<file path="src/rtl/core/tbm_pkg.sv">
// -----------------------------------------------------------------------------
// tbm_pkg
// Shared types, codes and reset values for the two-button mode UI.
// -----------------------------------------------------------------------------
package tbm_pkg;

   localparam int NUM_BANKS_DEF = 4;

   localparam int TICK_W     = 32;
   localparam int TOUCH_W    = 16;
   localparam int MODE_W     = 2;
   localparam int CMD_W      = 2;
   localparam int OUT_BANK_W = 2;
   localparam int LONG_W     = 3;

   localparam int CSR_IDX_W  = 3;
   localparam int CSR_DATA_W = 32;

   localparam logic [CSR_IDX_W-1:0] CSR_TOUCH_THRESHOLD    = 3'd0;
   localparam logic [CSR_IDX_W-1:0] CSR_SHORT_PRESS_TICKS  = 3'd1;
   localparam logic [CSR_IDX_W-1:0] CSR_LONG_PRESS_TICKS   = 3'd2;
   localparam logic [CSR_IDX_W-1:0] CSR_SHORT_BLINK_TICKS  = 3'd3;
   localparam logic [CSR_IDX_W-1:0] CSR_LONG_BLINK_TICKS   = 3'd4;
   localparam logic [CSR_IDX_W-1:0] CSR_BLINK_GAP_TICKS    = 3'd5;
   localparam logic [CSR_IDX_W-1:0] CSR_IDLE_TIMEOUT_TICKS = 3'd6;

   localparam logic [TOUCH_W-1:0] RST_TOUCH_THRESHOLD    = 16'd20;
   localparam logic [TICK_W-1:0]  RST_SHORT_PRESS_TICKS  = 32'd112500;
   localparam logic [TICK_W-1:0]  RST_LONG_PRESS_TICKS   = 32'd1500000;
   localparam logic [TICK_W-1:0]  RST_SHORT_BLINK_TICKS  = 32'd300000;
   localparam logic [TICK_W-1:0]  RST_LONG_BLINK_TICKS   = 32'd1125000;
   localparam logic [TICK_W-1:0]  RST_BLINK_GAP_TICKS    = 32'd1500000;
   localparam logic [TICK_W-1:0]  RST_IDLE_TIMEOUT_TICKS = 32'd45000000;

   typedef enum logic [MODE_W-1:0] {
      MODE_IDLE  = 2'd0,
      MODE_LOAD  = 2'd1,
      MODE_STORE = 2'd2
   } mode_type;

   typedef enum logic [CMD_W-1:0] {
      CMD_NONE  = 2'd0,
      CMD_LOAD  = 2'd1,
      CMD_STORE = 2'd2
   } cmd_type;

   typedef struct packed {
      logic [TOUCH_W-1:0] touch_threshold;
      logic [TICK_W-1:0]  short_press_ticks;
      logic [TICK_W-1:0]  long_press_ticks;
      logic [TICK_W-1:0]  short_blink_ticks;
      logic [TICK_W-1:0]  long_blink_ticks;
      logic [TICK_W-1:0]  blink_gap_ticks;
      logic [TICK_W-1:0]  idle_timeout_ticks;
   } cfg_type;

   typedef struct packed {
      mode_type           mode;
      logic [TICK_W-1:0]  last_activity;
      logic               press_a_down;
      logic [TICK_W-1:0]  press_a_start;
      logic               press_b_prev;
      logic               blink_active;
      logic [TICK_W-1:0]  blink_mark;
      logic [LONG_W-1:0]  long_left;
      logic               led_level;
   } core_state_type;

   typedef struct packed {
      logic                  led_on;
      cmd_type               transfer_cmd;
      logic [OUT_BANK_W-1:0] transfer_bank;
      logic [MODE_W-1:0]     cur_mode;
      logic [OUT_BANK_W-1:0] cur_bank;
   } result_type;

endpackage

</file>
<file path="src/rtl/core/tbm_chan_if.sv">
// -----------------------------------------------------------------------------
// tbm channel interfaces
// Valid/ready channels for touch samples and UI results.
// -----------------------------------------------------------------------------
interface tbm_req_if;
   import tbm_pkg::*;

   logic               valid;
   logic               ready;
   logic [TICK_W-1:0]  now_ticks;
   logic [TOUCH_W-1:0] touch_a;
   logic [TOUCH_W-1:0] touch_b;

   modport source (output valid, output now_ticks, output touch_a, output touch_b,
                   input ready);
   modport sink   (input valid, input now_ticks, input touch_a, input touch_b,
                   output ready);
endinterface

interface tbm_rsp_if;
   import tbm_pkg::*;

   logic                  valid;
   logic                  ready;
   logic                  led_on;
   logic [CMD_W-1:0]      transfer_cmd;
   logic [OUT_BANK_W-1:0] transfer_bank;
   logic [MODE_W-1:0]     cur_mode;
   logic [OUT_BANK_W-1:0] cur_bank;

   modport source (output valid, output led_on, output transfer_cmd,
                   output transfer_bank, output cur_mode, output cur_bank,
                   input ready);
   modport sink   (input valid, input led_on, input transfer_cmd,
                   input transfer_bank, input cur_mode, input cur_bank,
                   output ready);
endinterface

</file>
<file path="src/rtl/core/tbm_csr.sv">
// -----------------------------------------------------------------------------
// tbm_csr
// Configuration register file, write-only.
// -----------------------------------------------------------------------------
module tbm_csr (
   input  logic                            clock,
   input  logic                            reset,
   input  logic                            csr_we,
   input  logic [tbm_pkg::CSR_IDX_W-1:0]   csr_index,
   input  logic [tbm_pkg::CSR_DATA_W-1:0]  csr_data,
   output tbm_pkg::cfg_type                cfg
);
   import tbm_pkg::*;

   cfg_type cfg_ff;
   cfg_type cfg_in;

   always_comb begin
      cfg_in = cfg_ff;
      if (csr_we) begin
         case (csr_index)
            CSR_TOUCH_THRESHOLD:    cfg_in.touch_threshold    = csr_data[TOUCH_W-1:0];
            CSR_SHORT_PRESS_TICKS:  cfg_in.short_press_ticks  = csr_data[TICK_W-1:0];
            CSR_LONG_PRESS_TICKS:   cfg_in.long_press_ticks   = csr_data[TICK_W-1:0];
            CSR_SHORT_BLINK_TICKS:  cfg_in.short_blink_ticks  = csr_data[TICK_W-1:0];
            CSR_LONG_BLINK_TICKS:   cfg_in.long_blink_ticks   = csr_data[TICK_W-1:0];
            CSR_BLINK_GAP_TICKS:    cfg_in.blink_gap_ticks    = csr_data[TICK_W-1:0];
            CSR_IDLE_TIMEOUT_TICKS: cfg_in.idle_timeout_ticks = csr_data[TICK_W-1:0];
            default: ;
         endcase
      end
   end

   always_ff @(posedge clock) begin
      if (reset) begin
         cfg_ff.touch_threshold    <= RST_TOUCH_THRESHOLD;
         cfg_ff.short_press_ticks  <= RST_SHORT_PRESS_TICKS;
         cfg_ff.long_press_ticks   <= RST_LONG_PRESS_TICKS;
         cfg_ff.short_blink_ticks  <= RST_SHORT_BLINK_TICKS;
         cfg_ff.long_blink_ticks   <= RST_LONG_BLINK_TICKS;
         cfg_ff.blink_gap_ticks    <= RST_BLINK_GAP_TICKS;
         cfg_ff.idle_timeout_ticks <= RST_IDLE_TIMEOUT_TICKS;
      end else begin
         cfg_ff <= cfg_in;
      end
   end

   assign cfg = cfg_ff;

endmodule

</file>
<file path="src/rtl/core/tbm_step.sv">
// -----------------------------------------------------------------------------
// tbm_step
// Per-sample update: idle timeout, press timing, bank step and blink code.
// -----------------------------------------------------------------------------
module tbm_step #(
   parameter int NUM_BANKS = tbm_pkg::NUM_BANKS_DEF,
   parameter int BANK_W    = $clog2(NUM_BANKS),
   parameter int SHORT_W   = $clog2(2 * NUM_BANKS + 1)
) (
   input  tbm_pkg::cfg_type              cfg,
   input  logic [tbm_pkg::TICK_W-1:0]    now_ticks,
   input  logic [tbm_pkg::TOUCH_W-1:0]   touch_a,
   input  logic [tbm_pkg::TOUCH_W-1:0]   touch_b,
   input  tbm_pkg::core_state_type       st_cur,
   input  logic [BANK_W-1:0]             bank_cur,
   input  logic [SHORT_W-1:0]            short_cur,
   output tbm_pkg::core_state_type       st_nxt,
   output logic [BANK_W-1:0]             bank_nxt,
   output logic [SHORT_W-1:0]            short_nxt,
   output tbm_pkg::result_type           result
);
   import tbm_pkg::*;

   logic               btn_a;
   logic               btn_b;
   logic [TICK_W-1:0]  idle_dt;
   logic [TICK_W-1:0]  press_dt;
   logic [TICK_W-1:0]  blink_dt;
   logic [TICK_W-1:0]  gap_dt;
   logic               mark_moved;
   cmd_type            cmd;
   logic [BANK_W-1:0]  cmd_bank;
   logic [1:0]         longs;
   logic [SHORT_W-1:0] shorts;

   assign btn_a    = touch_a > cfg.touch_threshold;
   assign btn_b    = touch_b > cfg.touch_threshold;
   assign idle_dt  = now_ticks - st_cur.last_activity;
   assign press_dt = now_ticks - st_cur.press_a_start;
   assign blink_dt = now_ticks - st_cur.blink_mark;

   always_comb begin
      st_nxt     = st_cur;
      bank_nxt   = bank_cur;
      short_nxt  = short_cur;
      cmd        = CMD_NONE;
      cmd_bank   = '0;
      mark_moved = 1'b0;
      longs      = 2'd0;
      shorts     = '0;
      gap_dt     = '0;

      if (idle_dt > cfg.idle_timeout_ticks) begin
         st_nxt.mode          = MODE_IDLE;
         bank_nxt             = '0;
         st_nxt.last_activity = now_ticks;
      end

      // button A: time the press on release
      if (btn_a) begin
         if (!st_cur.press_a_down) begin
            st_nxt.press_a_down  = 1'b1;
            st_nxt.press_a_start = now_ticks;
         end
      end else if (st_cur.press_a_down) begin
         st_nxt.press_a_down = 1'b0;
         if (press_dt >= cfg.short_press_ticks && press_dt < cfg.long_press_ticks) begin
            if (st_nxt.mode == MODE_LOAD || st_nxt.mode == MODE_STORE) begin
               cmd         = cmd_type'(st_nxt.mode);
               cmd_bank    = bank_nxt;
               st_nxt.mode = MODE_IDLE;
            end
         end else if (press_dt >= cfg.long_press_ticks) begin
            case (st_nxt.mode)
               MODE_IDLE:  st_nxt.mode = MODE_LOAD;
               MODE_LOAD:  st_nxt.mode = MODE_STORE;
               MODE_STORE: st_nxt.mode = MODE_IDLE;
               default:    st_nxt.mode = MODE_LOAD;
            endcase
            bank_nxt = '0;
         end
         st_nxt.last_activity = now_ticks;
      end

      // button B: bank step on release, only outside idle mode
      if (st_nxt.mode != MODE_IDLE) begin
         if (st_cur.press_b_prev && !btn_b) begin
            bank_nxt = (bank_nxt == BANK_W'(NUM_BANKS - 1)) ? '0 : bank_nxt + 1'b1;
            st_nxt.last_activity = now_ticks;
         end
         st_nxt.press_b_prev = btn_b;
      end

      // blink advance
      if (st_cur.blink_active) begin
         if (st_cur.long_left != '0) begin
            if (blink_dt >= cfg.long_blink_ticks) begin
               st_nxt.led_level  = !st_cur.led_level;
               st_nxt.blink_mark = now_ticks;
               st_nxt.long_left  = st_cur.long_left - 1'b1;
               mark_moved        = 1'b1;
            end
         end else if (short_cur != '0) begin
            if (blink_dt >= cfg.short_blink_ticks) begin
               st_nxt.led_level  = !st_cur.led_level;
               st_nxt.blink_mark = now_ticks;
               short_nxt         = short_cur - 1'b1;
               mark_moved        = 1'b1;
            end
         end
         if (st_nxt.long_left == '0 && short_nxt == '0 && !st_nxt.led_level) begin
            st_nxt.blink_active = 1'b0;
            st_nxt.blink_mark   = now_ticks;
            mark_moved          = 1'b1;
         end
      end

      // new code once the gap has passed
      gap_dt = mark_moved ? '0 : blink_dt;
      if (!st_nxt.blink_active && gap_dt >= cfg.blink_gap_ticks) begin
         case (st_nxt.mode)
            MODE_IDLE: begin
               longs  = 2'd0;
               shorts = SHORT_W'(1);
            end
            MODE_LOAD, MODE_STORE: begin
               longs  = st_nxt.mode;
               shorts = SHORT_W'(bank_nxt) + SHORT_W'(1);
            end
            default: begin
               longs  = 2'd0;
               shorts = SHORT_W'(bank_nxt) + SHORT_W'(1);
            end
         endcase
         st_nxt.long_left    = {longs, 1'b0};
         short_nxt           = shorts << 1;
         st_nxt.blink_mark   = now_ticks;
         st_nxt.blink_active = 1'b1;
         st_nxt.led_level    = 1'b0;
      end
   end

   assign result.led_on        = st_nxt.led_level;
   assign result.transfer_cmd  = cmd;
   assign result.transfer_bank = OUT_BANK_W'(cmd_bank);
   assign result.cur_mode      = st_nxt.mode;
   assign result.cur_bank      = OUT_BANK_W'(bank_nxt);

endmodule

</file>
<file path="src/rtl/core/two_button_mode_ui_with_blink_code.sv">
// A sample accepted into the sample register goes through a single state-update pass into
// the result register once that is empty or being read. Throughput: one sample per cycle
// while the result is not stalled. A stalled result holds at most one more beat.
// Reset (synchronous, active high) clears all state, both stage valids and
// restores every configuration register to its default.
// -----------------------------------------------------------------------------
// two_button_mode_ui_with_blink_code
// Touch-button mode selector issuing load/store commands with an LED code.
// -----------------------------------------------------------------------------
module two_button_mode_ui_with_blink_code #(
   parameter int NUM_BANKS = tbm_pkg::NUM_BANKS_DEF
) (
   input  logic                            clock,
   input  logic                            reset,
   tbm_req_if.sink                         req_ch,
   tbm_rsp_if.source                       rsp_ch,
   input  logic                            csr_we,
   input  logic [tbm_pkg::CSR_IDX_W-1:0]   csr_index,
   input  logic [tbm_pkg::CSR_DATA_W-1:0]  csr_data
);
   import tbm_pkg::*;

   localparam int BANK_W  = $clog2(NUM_BANKS);
   localparam int SHORT_W = $clog2(2 * NUM_BANKS + 1);

   cfg_type            cfg;

   logic               in_valid_ff;
   logic               in_valid_in;
   logic [TICK_W-1:0]  in_now_ff;
   logic [TOUCH_W-1:0] in_touch_a_ff;
   logic [TOUCH_W-1:0] in_touch_b_ff;

   core_state_type     state_ff;
   core_state_type     state_in;
   logic [BANK_W-1:0]  bank_ff;
   logic [BANK_W-1:0]  bank_in;
   logic [SHORT_W-1:0] short_ff;
   logic [SHORT_W-1:0] short_in;

   result_type         step_res;
   result_type         out_ff;
   logic               out_valid_ff;
   logic               out_valid_in;

   logic               advance;
   logic               req_take;

   tbm_csr u_csr (
      .clock     (clock),
      .reset     (reset),
      .csr_we    (csr_we),
      .csr_index (csr_index),
      .csr_data  (csr_data),
      .cfg       (cfg)
   );

   tbm_step #(
      .NUM_BANKS (NUM_BANKS),
      .BANK_W    (BANK_W),
      .SHORT_W   (SHORT_W)
   ) u_step (
      .cfg       (cfg),
      .now_ticks (in_now_ff),
      .touch_a   (in_touch_a_ff),
      .touch_b   (in_touch_b_ff),
      .st_cur    (state_ff),
      .bank_cur  (bank_ff),
      .short_cur (short_ff),
      .st_nxt    (state_in),
      .bank_nxt  (bank_in),
      .short_nxt (short_in),
      .result    (step_res)
   );

   assign advance      = in_valid_ff && (!out_valid_ff || rsp_ch.ready);
   assign req_ch.ready = !in_valid_ff || advance;
   assign req_take     = req_ch.valid && req_ch.ready;
   assign in_valid_in  = req_take || (in_valid_ff && !advance);
   assign out_valid_in = advance || (out_valid_ff && !rsp_ch.ready);

   always_ff @(posedge clock) begin
      if (reset) begin
         in_valid_ff  <= 1'b0;
         out_valid_ff <= 1'b0;
         state_ff     <= '0;
         bank_ff      <= '0;
         short_ff     <= '0;
      end else begin
         in_valid_ff  <= in_valid_in;
         out_valid_ff <= out_valid_in;
         if (advance) begin
            state_ff <= state_in;
            bank_ff  <= bank_in;
            short_ff <= short_in;
         end
      end
   end

   always_ff @(posedge clock) begin
      if (req_take) begin
         in_now_ff     <= req_ch.now_ticks;
         in_touch_a_ff <= req_ch.touch_a;
         in_touch_b_ff <= req_ch.touch_b;
      end
      if (advance) begin
         out_ff <= step_res;
      end
   end

   assign rsp_ch.valid         = out_valid_ff;
   assign rsp_ch.led_on        = out_ff.led_on;
   assign rsp_ch.transfer_cmd  = out_ff.transfer_cmd;
   assign rsp_ch.transfer_bank = out_ff.transfer_bank;
   assign rsp_ch.cur_mode      = out_ff.cur_mode;
   assign rsp_ch.cur_bank      = out_ff.cur_bank;

endmodule

</file>
<file path="src/flat_wrapper.sv">
// flat-port wrapper written by rule: the top's interface ports become plain ports
module two_button_mode_ui_with_blink_code_flat import tbm_pkg::*;
#(
   parameter int NUM_BANKS = tbm_pkg::NUM_BANKS_DEF
)
  (clock, reset, csr_we, csr_index, csr_data, req_ch_valid, req_ch_now_ticks, req_ch_touch_a, req_ch_touch_b, req_ch_ready, rsp_ch_valid, rsp_ch_led_on, rsp_ch_transfer_cmd, rsp_ch_transfer_bank, rsp_ch_cur_mode, rsp_ch_cur_bank, rsp_ch_ready);
  tbm_req_if req_ch_i ();
  tbm_rsp_if rsp_ch_i ();
  input  logic clock;
  input  logic reset;
  input  logic csr_we;
  input  logic [tbm_pkg::CSR_IDX_W-1:0] csr_index;
  input  logic [tbm_pkg::CSR_DATA_W-1:0] csr_data;
  input wire logic [$bits(req_ch_i.valid)-1:0] req_ch_valid;
  input wire logic [$bits(req_ch_i.now_ticks)-1:0] req_ch_now_ticks;
  input wire logic [$bits(req_ch_i.touch_a)-1:0] req_ch_touch_a;
  input wire logic [$bits(req_ch_i.touch_b)-1:0] req_ch_touch_b;
  output wire logic [$bits(req_ch_i.ready)-1:0] req_ch_ready;
  output wire logic [$bits(rsp_ch_i.valid)-1:0] rsp_ch_valid;
  output wire logic [$bits(rsp_ch_i.led_on)-1:0] rsp_ch_led_on;
  output wire logic [$bits(rsp_ch_i.transfer_cmd)-1:0] rsp_ch_transfer_cmd;
  output wire logic [$bits(rsp_ch_i.transfer_bank)-1:0] rsp_ch_transfer_bank;
  output wire logic [$bits(rsp_ch_i.cur_mode)-1:0] rsp_ch_cur_mode;
  output wire logic [$bits(rsp_ch_i.cur_bank)-1:0] rsp_ch_cur_bank;
  input wire logic [$bits(rsp_ch_i.ready)-1:0] rsp_ch_ready;
  assign req_ch_i.valid = req_ch_valid;
  assign req_ch_i.now_ticks = req_ch_now_ticks;
  assign req_ch_i.touch_a = req_ch_touch_a;
  assign req_ch_i.touch_b = req_ch_touch_b;
  assign req_ch_ready = req_ch_i.ready;
  assign rsp_ch_valid = rsp_ch_i.valid;
  assign rsp_ch_led_on = rsp_ch_i.led_on;
  assign rsp_ch_transfer_cmd = rsp_ch_i.transfer_cmd;
  assign rsp_ch_transfer_bank = rsp_ch_i.transfer_bank;
  assign rsp_ch_cur_mode = rsp_ch_i.cur_mode;
  assign rsp_ch_cur_bank = rsp_ch_i.cur_bank;
  assign rsp_ch_i.ready = rsp_ch_ready;
  two_button_mode_ui_with_blink_code #(.NUM_BANKS(NUM_BANKS)) u_core (.clock(clock), .reset(reset), .req_ch(req_ch_i), .rsp_ch(rsp_ch_i), .csr_we(csr_we), .csr_index(csr_index), .csr_data(csr_data));
endmodule
</file>
<file path="config.mk">
export PLATFORM = sky130hd
export DESIGN_NAME = two_button_mode_ui_with_blink_code_flat
export DESIGN_NICKNAME = d
export VERILOG_FILES = /design/src/rtl/core/tbm_pkg.sv /design/src/rtl/core/tbm_chan_if.sv /design/src/rtl/core/tbm_csr.sv /design/src/rtl/core/tbm_step.sv /design/src/rtl/core/two_button_mode_ui_with_blink_code.sv /design/src/flat_wrapper.sv
export SDC_FILE = /design/constraint.sdc
export NUM_CORES = 1
export LEC_CHECK = 0
export BUFFER_PORTS_ARGS = -buffer_cell sky130_fd_sc_hd__buf_2
export CAP_MARGIN = 20
export CORE_MARGIN = 2
export CORE_UTILIZATION = 63
export CTS_CLUSTER_SIZE = 8
export DETAILED_ROUTE_END_ITERATION = 8
export HOLD_SLACK_MARGIN = 0.08
export PLACE_DENSITY = 0.83
export SLEW_MARGIN = 20
export SYNTH_ARGS = -nofsm -noshare
export SYNTH_HDL_FRONTEND = slang
export SYNTH_SLANG_ARGS = --single-unit
</file>
<file path="constraint.sdc">
create_clock -name clock -period 15.5 [get_ports clock]
set_clock_uncertainty 0.05 [all_clocks]
set_input_delay 2.325 -clock clock [delete_from_list [all_inputs] [get_ports clock]]
set_output_delay 2.325 -clock clock [all_outputs]
set_load 0.005 [all_outputs]
</file>
Word-level counts from Yosys, hierarchy flattened
Cells that the tools add are included.

Eq/ne operators: 12. Bitwise operators: 3. Reduce and logical (&&, ||, !) cells: 45. Mux-type cells: 46. Add/subtract/negate cells: 7. $lt $le $gt $ge: 9.

Operators with widths (number): 32-bit two-way mux (6); 32-bit >= comparator (5); 32-bit subtractor (3); 37-bit two-way mux (2); 34-bit two-way mux (2); 36-bit two-way mux (1); 35-bit two-way mux (1); 33-bit two-way mux (1); 16-bit greater-than comparator (2); 32-bit greater-than comparator (1); 32-bit less-than comparator (1); 2-bit two-way mux (12); 4-bit two-way mux (6); 2-bit AND reduction (9); 4-bit nonzero test (3); 1-bit two-way mux (11); 3-bit == test, second input constant (3); 1-bit logical AND (9); 3-bit two-way mux (3); 1-bit zero test (8); 2-bit == test, second input constant (3); 3-bit by 2-bit == test with 1-bit output, second input constant (2); 3-bit zero test (2); 1-bit logical OR (5); 17 further kinds (21).

Output and inout bits: 11. Input bits: 104. Word-level logic and storage cells: 150. Flip-flop bits (word level): 394.

Logic depth before layout (Yosys ltp)
Gate-level depths: netlist of run 1.

Depth after elaboration: 16. Depth in mapped cells: 40. Mapped depth without buffers: 38.

Hierarchy
A second synthesis of run 1 with hierarchy kept.

Cell total of the unflattened synthesis: 3060. Area, all modules: 27785.4 um^2.

By module, submodules not included: tbm_step (times used 1, sequential area each 0.0 um^2, area an instance 12462.0 um^2, cells an instance 1751); tbm_csr (times used 1, sequential area each 4164.0 um^2, area an instance 8052.7 um^2, cells an instance 744); two_button_mode_ui_with_blink_code (times used 1, sequential area each 4454.3 um^2, area an instance 7270.7 um^2, cells an instance 565).

Least setup slack after synthesis of run 1
OpenSTA, ideal clock, no wires.

Path kind: reg2reg. From: reg u_core.in_now_ff[1]. To: reg u_core.state_ff[5] (netlist bit). Data required time: 15.322 ns. Buffers on the path: 2. Slack: 7.522 ns. Cell stages (with the launch flop): 37. Data arrival time: 7.801 ns. Library setup time: 0.128 ns. Clock period less this slack: 7.978 ns. Path through: edfxtp_1 ha_1 nor2b_1 o2111ai_1 and3_1 o31ai_1 a31o_2 o211ai_1 a21oi_1 nor2_1 o21ai_0 xor2_1 ha_1 nand4_1 or4_1 nor3_1 a21oi_1 or3_1 o31ai_1 and4b_1 nand2_1 a21oi_1 clkbuf_1 or2_2 ha_1 nand2b_1 a21o_1 a211o_1 a21oi_1 nor4_1 o31ai_1 a31oi_1 a21boi_0 a31oi_1 buf_2 mux2i_1 nor2_1.

Cells in the longest elaborated chain, start to end: 16. Elaborated cells on any way between the ends: 40. Classes of those cells: add/sub: 1; order compare: 3; eq/ne: 1; mux: 24; reduce/logical: 11.

Ends and longest elaborated chain: start, declared (line two_button_mode_ui_with_blink_code.sv:30) `logic [TICK_W-1:0] in_now_ff;`; start signal, assigned (line two_button_mode_ui_with_blink_code.sv:102) `in_now_ff <= req_ch.now_ticks;`; 32-bit subtractor (line tbm_step.sv:40) `assign blink_dt = now_ticks - st_cur.blink_mark;`; 32-bit >= comparator (line tbm_step.sv:104) `if (blink_dt >= cfg.short_blink_ticks) begin`; 4-bit two-way mux (line tbm_step.sv:104); 4-bit two-way mux (line tbm_step.sv:103) `end else if (short_cur != '0) begin`; 4-bit two-way mux (line tbm_step.sv:96) `if (st_cur.long_left != '0) begin`; 4-bit two-way mux (line tbm_step.sv:95) `if (st_cur.blink_active) begin`; 4-bit zero test (line tbm_step.sv:111) `if (st_nxt.long_left == '0 && short_nxt == '0 && !st_nxt.led_level) begin`; 1-bit logical AND (2 in series) (line tbm_step.sv:111); 1-bit two-way mux (line tbm_step.sv:111); 1-bit two-way mux (line tbm_step.sv:95); 32-bit two-way mux (line tbm_step.sv:119) `gap_dt = mark_moved ? '0 : blink_dt;`; 32-bit >= comparator (line tbm_step.sv:120) `if (!st_nxt.blink_active && gap_dt >= cfg.blink_gap_ticks) begin`; 1-bit logical AND (line tbm_step.sv:120); 4-bit by 1-bit != test with 1-bit output (no source line), or another cell as far along; 5-bit AND reduction (no source line); end signal, assigned (line two_button_mode_ui_with_blink_code.sv:93) `state_ff <= state_in;`; end, declared (line two_button_mode_ui_with_blink_code.sv:34) `core_state_type state_ff;`.

Several ways; a longest one is shown, not always the timed one. The select of a mux whose other input is x is not followed. A chain may end at the register's enable or synchronous reset.

Worst setup path after layout of run 1
From: reg u_core.in_now_ff[1]. To: reg u_core.state_ff[35] (netlist bit).

Cells in the longest elaborated chain, start to end: 16. Elaborated cells on any way between the ends: 37. Classes of those cells: add/sub: 1; order compare: 3; eq/ne: 1; mux: 21; reduce/logical: 11.

Ends and longest elaborated chain (line): 32-bit subtractor * (tbm_step.sv:40); 32-bit >= comparator (tbm_step.sv:104); 4-bit two-way mux (tbm_step.sv:104); 4-bit two-way mux (tbm_step.sv:103); 4-bit two-way mux (tbm_step.sv:96); 4-bit two-way mux (tbm_step.sv:95); 4-bit zero test (tbm_step.sv:111); 1-bit logical AND (2 in series) (tbm_step.sv:111); 1-bit two-way mux (tbm_step.sv:111); 1-bit two-way mux (tbm_step.sv:95); 32-bit two-way mux (tbm_step.sv:119); 32-bit >= comparator (tbm_step.sv:120); 1-bit logical AND (tbm_step.sv:120); 4-bit by 1-bit != test with 1-bit output (no source line), or another cell as far along; 5-bit AND reduction (no source line).

Every way passes the cells marked *; elsewhere a longest branch is shown, timed or not. The select of a mux whose other input is x is not followed.

==> results of run 1 <==
## power groups by stage
stage,registers [µW],logic [µW],clock network [µW]
4_1_cts,1160,1420,1120
6_report,1160,1450,1110
3_5_place_dp,1170,1410,0
3_3_place_gp,1170,1360,0
5_1_grt,1160,1620,1160
2_1_floorplan,1160,1050,0
## per-stage QoR
stage	area (µm²)	setup WS, ns	instances
floorplan	24400	7.52	2962
global placement	25500	5.98	3514
detailed placement	25500	5.70	3514
CTS	27000	5.62	3593
global route	27000	4.60	3593
finish	27000	5.53	3594
## flip-flops by register name (all words and copies together), names as in the netlist
register / flops
u_core.short_ff: 4
u_core.state_ff: 105
u_core.in_touch_b_ff: 16
u_core.in_touch_a_ff: 16
u_core.rsp_ch.valid: 1
u_core.bank_ff: 2
u_core.rsp_ch.led_on: 1
u_core.rsp_ch.cur_bank: 2
u_core.in_valid_ff: 1
u_core.in_now_ff: 32
u_core.rsp_ch.transfer_bank: 2
u_core.rsp_ch.transfer_cmd: 2
u_core.u_csr.cfg: 208
u_core.rsp_ch.cur_mode: 2
## worst paths after layout
| path | from | to | slack [ns] | cells past startpoint |
|---|---|---|---|---|
| hold / removal | u_core.u_csr.cfg[86] | u_core.u_csr.cfg[86] | 0.40 | 2 |
| setup reg to reg | u_core.in_now_ff[1] | u_core.state_ff[35] | 5.53 | 38 |
| hold reg to reg | u_core.u_csr.cfg[86] | u_core.u_csr.cfg[86] | 0.40 | 2 |
| setup / recovery | u_core.in_now_ff[1] | u_core.state_ff[35] | 5.53 | 38 |
## layout make-up
cell class,count,area share (%)
Sequential cell,394,31.9
Timing Repair Buffer,132,2.65
Inverter,336,4.67
Clock inverter,2,0.0927
Clock buffer,77,5.56
Multi-Input combinational cell,2134,52.7
Antenna cell,1,0.00927
Tap cell,518,2.40
## worst max-delay path: cells and delay by family, from the launching register on
kind	cells	cell delay, ns
compound gates	19	4.98
simple gates	11	1.56
buf+inv	3	1.08
fa+ha+maj	3	0.90
flops	1	0.57
xor+xnor	1	0.34
mux	1	0.28
## cell families (layout without fill, tap and decap cells)
logic type,after synthesis,count (layout),synth area share (%)
and+or+nand+nor,988,988,18.2
AOI/OAI and AO/OA,666,666,17.0
buffers and inverters,434,547,6.88
DFF,394,394,35.2
adders and majority gates,327,327,16.8
xor gates and xnor gates,83,83,2.97
muxes,70,70,2.87
other,0,1,0
## metal layers
metal  track usage (%)  vias up  wire length, µm
li1                  -    10300                -
met4              14.2        2             2810
met2              52.9      801            30400
met5                 0        -               13
met3              6.75      176             5270
met1              43.5    10000            29100
## cells in the mapped netlist, drive strengths merged, types with 6 or more instances
master and n:
and2 13, nand2 514, o21a 24, or3 13, clkbuf 90, a31o 6, a21boi 10, nand3b 33
nor2b 53, a31oi 16, nand2b 17, nor2 197, a21oi 312, nand3 36, a2111oi 13, edfxtp 73
o211ai 10, buf 8, a211oi 21, ha 324, or2 8, a21o 58, nor3 26, o31ai 7
inv 335, o21bai 17, nor4 6, nand4 36, and3 11, and4 11, dfxtp 321, xnor2 57
o21ai 89, mux2i 69, a211o 38, xor2 26
==> results by group, run 1 <==
Outcome
  – Result of the run: finished clean

Yosys
  – Proportion of register bits with asynchronous set or reset after synthesis: 0%
  – Fraction of synthesized cell area taken by the top area cell type: 26.3%
  – Cells after Synth: 2962
  – Synth warnings: 0
  – Number of enable flip-flop cells after synthesis: 73
  – Number of distinct library cell variants in the gate-level netlist after synthesis: 84
  – Proportion of synthesized chip area in sequential cells: 35.2%
  – Top flip-flop cell by instance count after synthesis: sky130_fd_sc_hd__dfxtp_1
  – Post-synthesis cell type with the largest combined area: sky130_fd_sc_hd__dfxtp_1
  – Total nets after synthesis: 3393
  – Biggest area contributors in the synthesized netlist: sky130_fd_sc_hd__dfxtp_1 26%, sky130_fd_sc_hd__ha_1 17%, sky130_fd_sc_hd__edfxtp_1 9.0%
  – Number of synthesized register bits: 394
  – Per-instance average area after synthesis: 8.25 µm²
  – Synthesized cell area: 24400 µm²

GRT
  – Vias in the first global route: 20900
  – Pin count of the biggest net entering global routing: 144
  – Global-route wire length before repair: 107000 µm
  – Grt total ovfl: 0
  – Number of antenna violations at the first check in global routing: 1
  – Overall routing resource usage: 33.1%

Flow run
  – Maximum capacitance violations: 0

Clocking
  – Post-CTS Setup Bufs: 0
  – H-tree Lvls: 2
  – CTS resizes: 0
  – Buffer depth of the longest clock path: 3
  – CTS tree: done
  – Clock transition at the register clock pins on the worst setup and hold paths after CTS: 0.05 ns
  – Post-CTS Hold Fix Bufs: 0
  – Clock net sink count: 394
  – Number of buffers created by CTS: 55
  – Skew-Pair Late Insertion Delay: 0.61 ns
  – Master cell of the clock root buffer: sky130_fd_sc_hd__clkbuf_16

STA
  – Final critical path time including I/O delays and setup: 9.97 ns
  – Number of endpoints failing setup at the final stage: 0
  – Transition time at the pin with the least slew margin: 1.09 ns
  – Final hold slack: 0.402 ns
  – Setup repair after global routing missed its margin: no
  – Normalized max-slew margin: 27.1%
  – Setup TNS: 0 ns
  – Count of pins over their slew limit: 0
  – Period Utilization, post-route: 64.3%
  – Maximum achievable frequency: 0.100 GHz
  – Number of hold-slack violations in the final timing report: 0

Power
  – Power Internal: 2370 µW
  – Switching share of power: 36.2%
  – Sequential cell fraction of total power: 31.2%
  – Total Power Consumption: 3710 µW
  – Power per Cell Area: 137 nW/µm²
  – Proportion of power drawn by the clock network: 29.8%
  – Proportion of power drawn by combinational gates: 39.0%
  – Static power due to leakage: 0.0112 µW
  – Psw: 1350 µW
  – Worst-case vdd ir drop: 0.0000915 V

Drt
  – Iteration count of the initial detailed-routing pass: 6
  – Routed wire length per instance: 18.8 µm
  – Average via count per standard cell: 5.94
  – Drc violations: 0
  – Count of routing violations after the opening detailed-route iteration: 1791
  – Total wire length: 67600 µm
  – DR vias: 21400
  – Number of nets with antenna violations after detailed routing: 0

Placed design
  – Sum of net half-perimeters after detailed placement: 50000 µm
  – GPL Wtd Cong: 0.950
  – # port buffers: 114

Cells and area
  – Area growth syn-to-layout: 10.4%
  – Area occupied by multi-input gates: 14200 µm²
  – Leading cell types in the layout, fill and taps excluded: 514 x sky130_fd_sc_hd__nand2_1, 333 x sky130_fd_sc_hd__inv_1, 324 x sky130_fd_sc_hd__ha_1, 321 x sky130_fd_sc_hd__dfxtp_1, 309 x sky130_fd_sc_hd__a21oi_1
  – Final design utilization: 70.2%
  – Net count reported at finish: 3484
  – Fraction of final layout cells with drive strength greater than 1: 7.54%
  – Fillcell total: 3059
  – Most common library cell in the layout ignoring fill and taps: sky130_fd_sc_hd__nand2_1
  – Register area: 8620 µm²

Die
  – Row count: 72
  – Height of the chip: 201 µm
  – Starting density of the core: 63.6%
  – Die width: 201 µm
  – Die Outline Area: 40400 µm²
  – Total core area: 38500 µm²
  – Top-Level Pins: 115

Min path
  – Min-delay worst type: register to register

Critical path
  – Data arrival time of the worst path: 10.37 ns
  – Crit path kind: register to register
  – Type of destination of the critical path: register
  – Peak fanout along the critical path: 32
  – Highest-delay cell along the critical path: sky130_fd_sc_hd__o31ai_1
  – Data required time of the critical path: 15.90 ns
  – Max stage delay on crit path: 0.71 ns
  – Worst Setup Start Kind: register
(Power assumes the default switching activity.)
==> inputs of run 2 (changes only) <==
==> constraint.sdc (replaced) <==
create_clock -name clock -period 10.05 [get_ports clock]
set_clock_uncertainty 0.05 [all_clocks]
set_input_delay 1.5075 -clock clock [delete_from_list [all_inputs] [get_ports clock]]
set_output_delay 1.5075 -clock clock [all_outputs]
set_load 0.005 [all_outputs]
==> run 2 against run 1 <==
  * Sequential power grew 53%
  * Non-clock buffer count grew 3
  * Register-to-register slack lost 4.8 ns
  * Setup slack lost 4.8 ns
  * Final cell count grew 0.17%
  * Critical path depth shrank 2
  * Clock power grew 52%
  * Core utilization grew 0.13 points
  * Via count shrank 0.42%
  * Sequential share of layout area shrank 0.061 points
  * Global-route usage shrank 0.12 points
  * Die area is the same
  * Critical path type unchanged
==> results by group, run 2 (same netlist as run 1, synthesis figures left out) <==
Cells and area
  – Largest register FFs: 208
  – Area growth syn-to-layout: 10.6%
  – Final design utilization: 70.3%
  – Area occupied by multi-input gates: 14200 µm²
  – Most common library cell in the layout ignoring fill and taps: sky130_fd_sc_hd__nand2_1
  – Fraction of final layout cells with drive strength greater than 1: 7.63%
  – Leading cell types in the layout, fill and taps excluded: 514 x sky130_fd_sc_hd__nand2_1, 333 x sky130_fd_sc_hd__inv_1, 324 x sky130_fd_sc_hd__ha_1, 321 x sky130_fd_sc_hd__dfxtp_1, 308 x sky130_fd_sc_hd__a21oi_1
  – Net count reported at finish: 3487
  – Register area: 8620 µm²
  – Fillcell total: 3093

GRT
  – Pin count of the biggest net entering global routing: 150
  – Overall routing resource usage: 33.0%
  – Number of antenna violations at the first check in global routing: 1
  – Global-route wire length before repair: 107000 µm
  – Grt total ovfl: 0
  – Vias in the first global route: 20800

Drt
  – Average via count per standard cell: 5.91
  – Total wire length: 67400 µm
  – Drc violations: 0
  – Routed wire length per instance: 18.7 µm
  – Iteration count of the initial detailed-routing pass: 6
  – DR vias: 21300
  – Count of routing violations after the opening detailed-route iteration: 1837
  – Number of nets with antenna violations after detailed routing: 0

STA
  – Period Utilization, post-route: 92.6%
  – Number of hold-slack violations in the final timing report: 0
  – Final critical path time including I/O delays and setup: 9.31 ns
  – Maximum achievable frequency: 0.107 GHz
  – Count of pins over their slew limit: 0
  – Setup TNS: 0 ns
  – Transition time at the pin with the least slew margin: 1.20 ns
  – Normalized max-slew margin: 17.7%
  – Setup repair after global routing missed its margin: no
  – Number of endpoints failing setup at the final stage: 0

Placed design
  – Sum of net half-perimeters after detailed placement: 50100 µm
  – GPL Wtd Cong: 0.929
  – # port buffers: 114

Die
  – Top-Level Pins: 115
  – Die width: 201 µm
  – Height of the chip: 201 µm
  – Row count: 72
  – Die Outline Area: 40400 µm²
  – Total core area: 38500 µm²
  – Starting density of the core: 63.6%

Clocking
  – Clock net sink count: 394
  – CTS tree: done
  – Post-CTS Hold Fix Bufs: 0
  – Post-CTS Setup Bufs: 0
  – Master cell of the clock root buffer: sky130_fd_sc_hd__clkbuf_16
  – H-tree Lvls: 2
  – Number of buffers created by CTS: 55
  – Clock transition at the register clock pins on the worst setup and hold paths after CTS: 0.05 ns
  – Buffer depth of the longest clock path: 3
  – Skew-Pair Late Insertion Delay: 0.61 ns
  – CTS resizes: 0

Critical path
  – Register-to-register setup slack: 0.74 ns
  – Crit path kind: register to register
  – Highest-delay cell along the critical path: sky130_fd_sc_hd__edfxtp_1
  – Peak fanout along the critical path: 32
  – Depth of the most critical reg-to-reg path: 36
  – Critical Path Start: u_core.in_now_ff[1]
  – Endpoint of the worst-slack reg-to-reg timing path: u_core.state_ff[29]
  – FF-to-FF Start: u_core.in_now_ff[1]
  – Type of destination of the critical path: register
  – Max stage delay on crit path: 0.58 ns
  – Data required time of the critical path: 10.45 ns
  – Data arrival time of the worst path: 9.71 ns
  – Worst Setup Start Kind: register

Flow run
  – Maximum capacitance violations: 0

Min path
  – Hold Path Origin: u_core.u_csr.cfg[126]
  – Worst hold path endpoint: u_core.u_csr.cfg[126]
  – Min-delay worst type: register to register
  – Depth of the worst hold-timing path: 2

Power
  – Power per Cell Area: 210 nW/µm²
  – Static power due to leakage: 0.0112 µW
  – Worst-case vdd ir drop: 0.000209 V

Outcome
  – Result of the run: finished clean
-- run 2: changes by cell type in the layout (fill, tap and decap cells not counted), sizes merged --
cell,previous run,this run
buf,132,135
clkbuf,77,79
clkinv,2,3
-- run 2: cell type report --
class,instances,share of cell area [%]
multi-input cells,2134,52.6
flip-flops and latches,394,31.9
clock buffers,79,5.50
inverters,336,4.66
repair buffers,135,2.84
well taps,518,2.40
clock inverters,3,0.125
diodes,1,0.00925
-- run 2: per-stage QoR --
stage / total power [µW] / cell area, µm² / instances / hold slack [ns] / setup slack (ns)
floorplan: 3400 / 24400 / 2962 / 0.386 / 2.07
global placement: 3890 / 25500 / 3516 / 0.392 / 0.892
detailed placement: 3970 / 25500 / 3516 / 0.396 / 0.649
CTS: 5670 / 27000 / 3598 / 0.403 / 0.591
global route: 6050 / 27000 / 3599 / 0.414 / 0.0910
finish: 5690 / 27000 / 3600 / 0.401 / 0.742
-- run 2: worst max-delay path by stage --
stage               slack, ns  depth (start not counted)                  end
floorplan                2.07                         36   u_core.state_ff[5]
detailed placement       0.65                         37  u_core.state_ff[33]
finish                   0.74                         36  u_core.state_ff[29]
CTS                      0.59                         37  u_core.state_ff[29]
global route             0.09                         37  u_core.state_ff[29]
global placement         0.89                         37  u_core.state_ff[10]
-- run 2: routing by layer --
metal / part of all wire [%] / track usage (%) / vias to the layer above / routed length, µm
met5: 0 / 0 / - / 0
met4: 3.6 / 13.4 / 0 / 2450
met3: 8.5 / 6.01 / 137 / 5750
met2: 44 / 52.5 / 822 / 29800
met1: 44 / 44.2 / 9969 / 29400
li1: - / - / 10300 / -
-- run 2: critical path, delay by kind of cell, from the launching register on --
family / cells / cell delay [ns]
xor+xnor: 1 / 0.18
fa+ha+maj: 3 / 0.97
compound gates: 18 / 4.04
simple gates: 10 / 2.22
buf+inv: 3 / 0.78
flops: 1 / 0.58
mux: 1 / 0.29
-- run 2: report_power, final --
part | switching [µW] | internal (µW) | total (µW)
clock network | 682 | 1000 | 1690
registers | 69.3 | 1720 | 1780
logic | 1290 | 922 | 2210
total | 2040 | 3640 | 5690
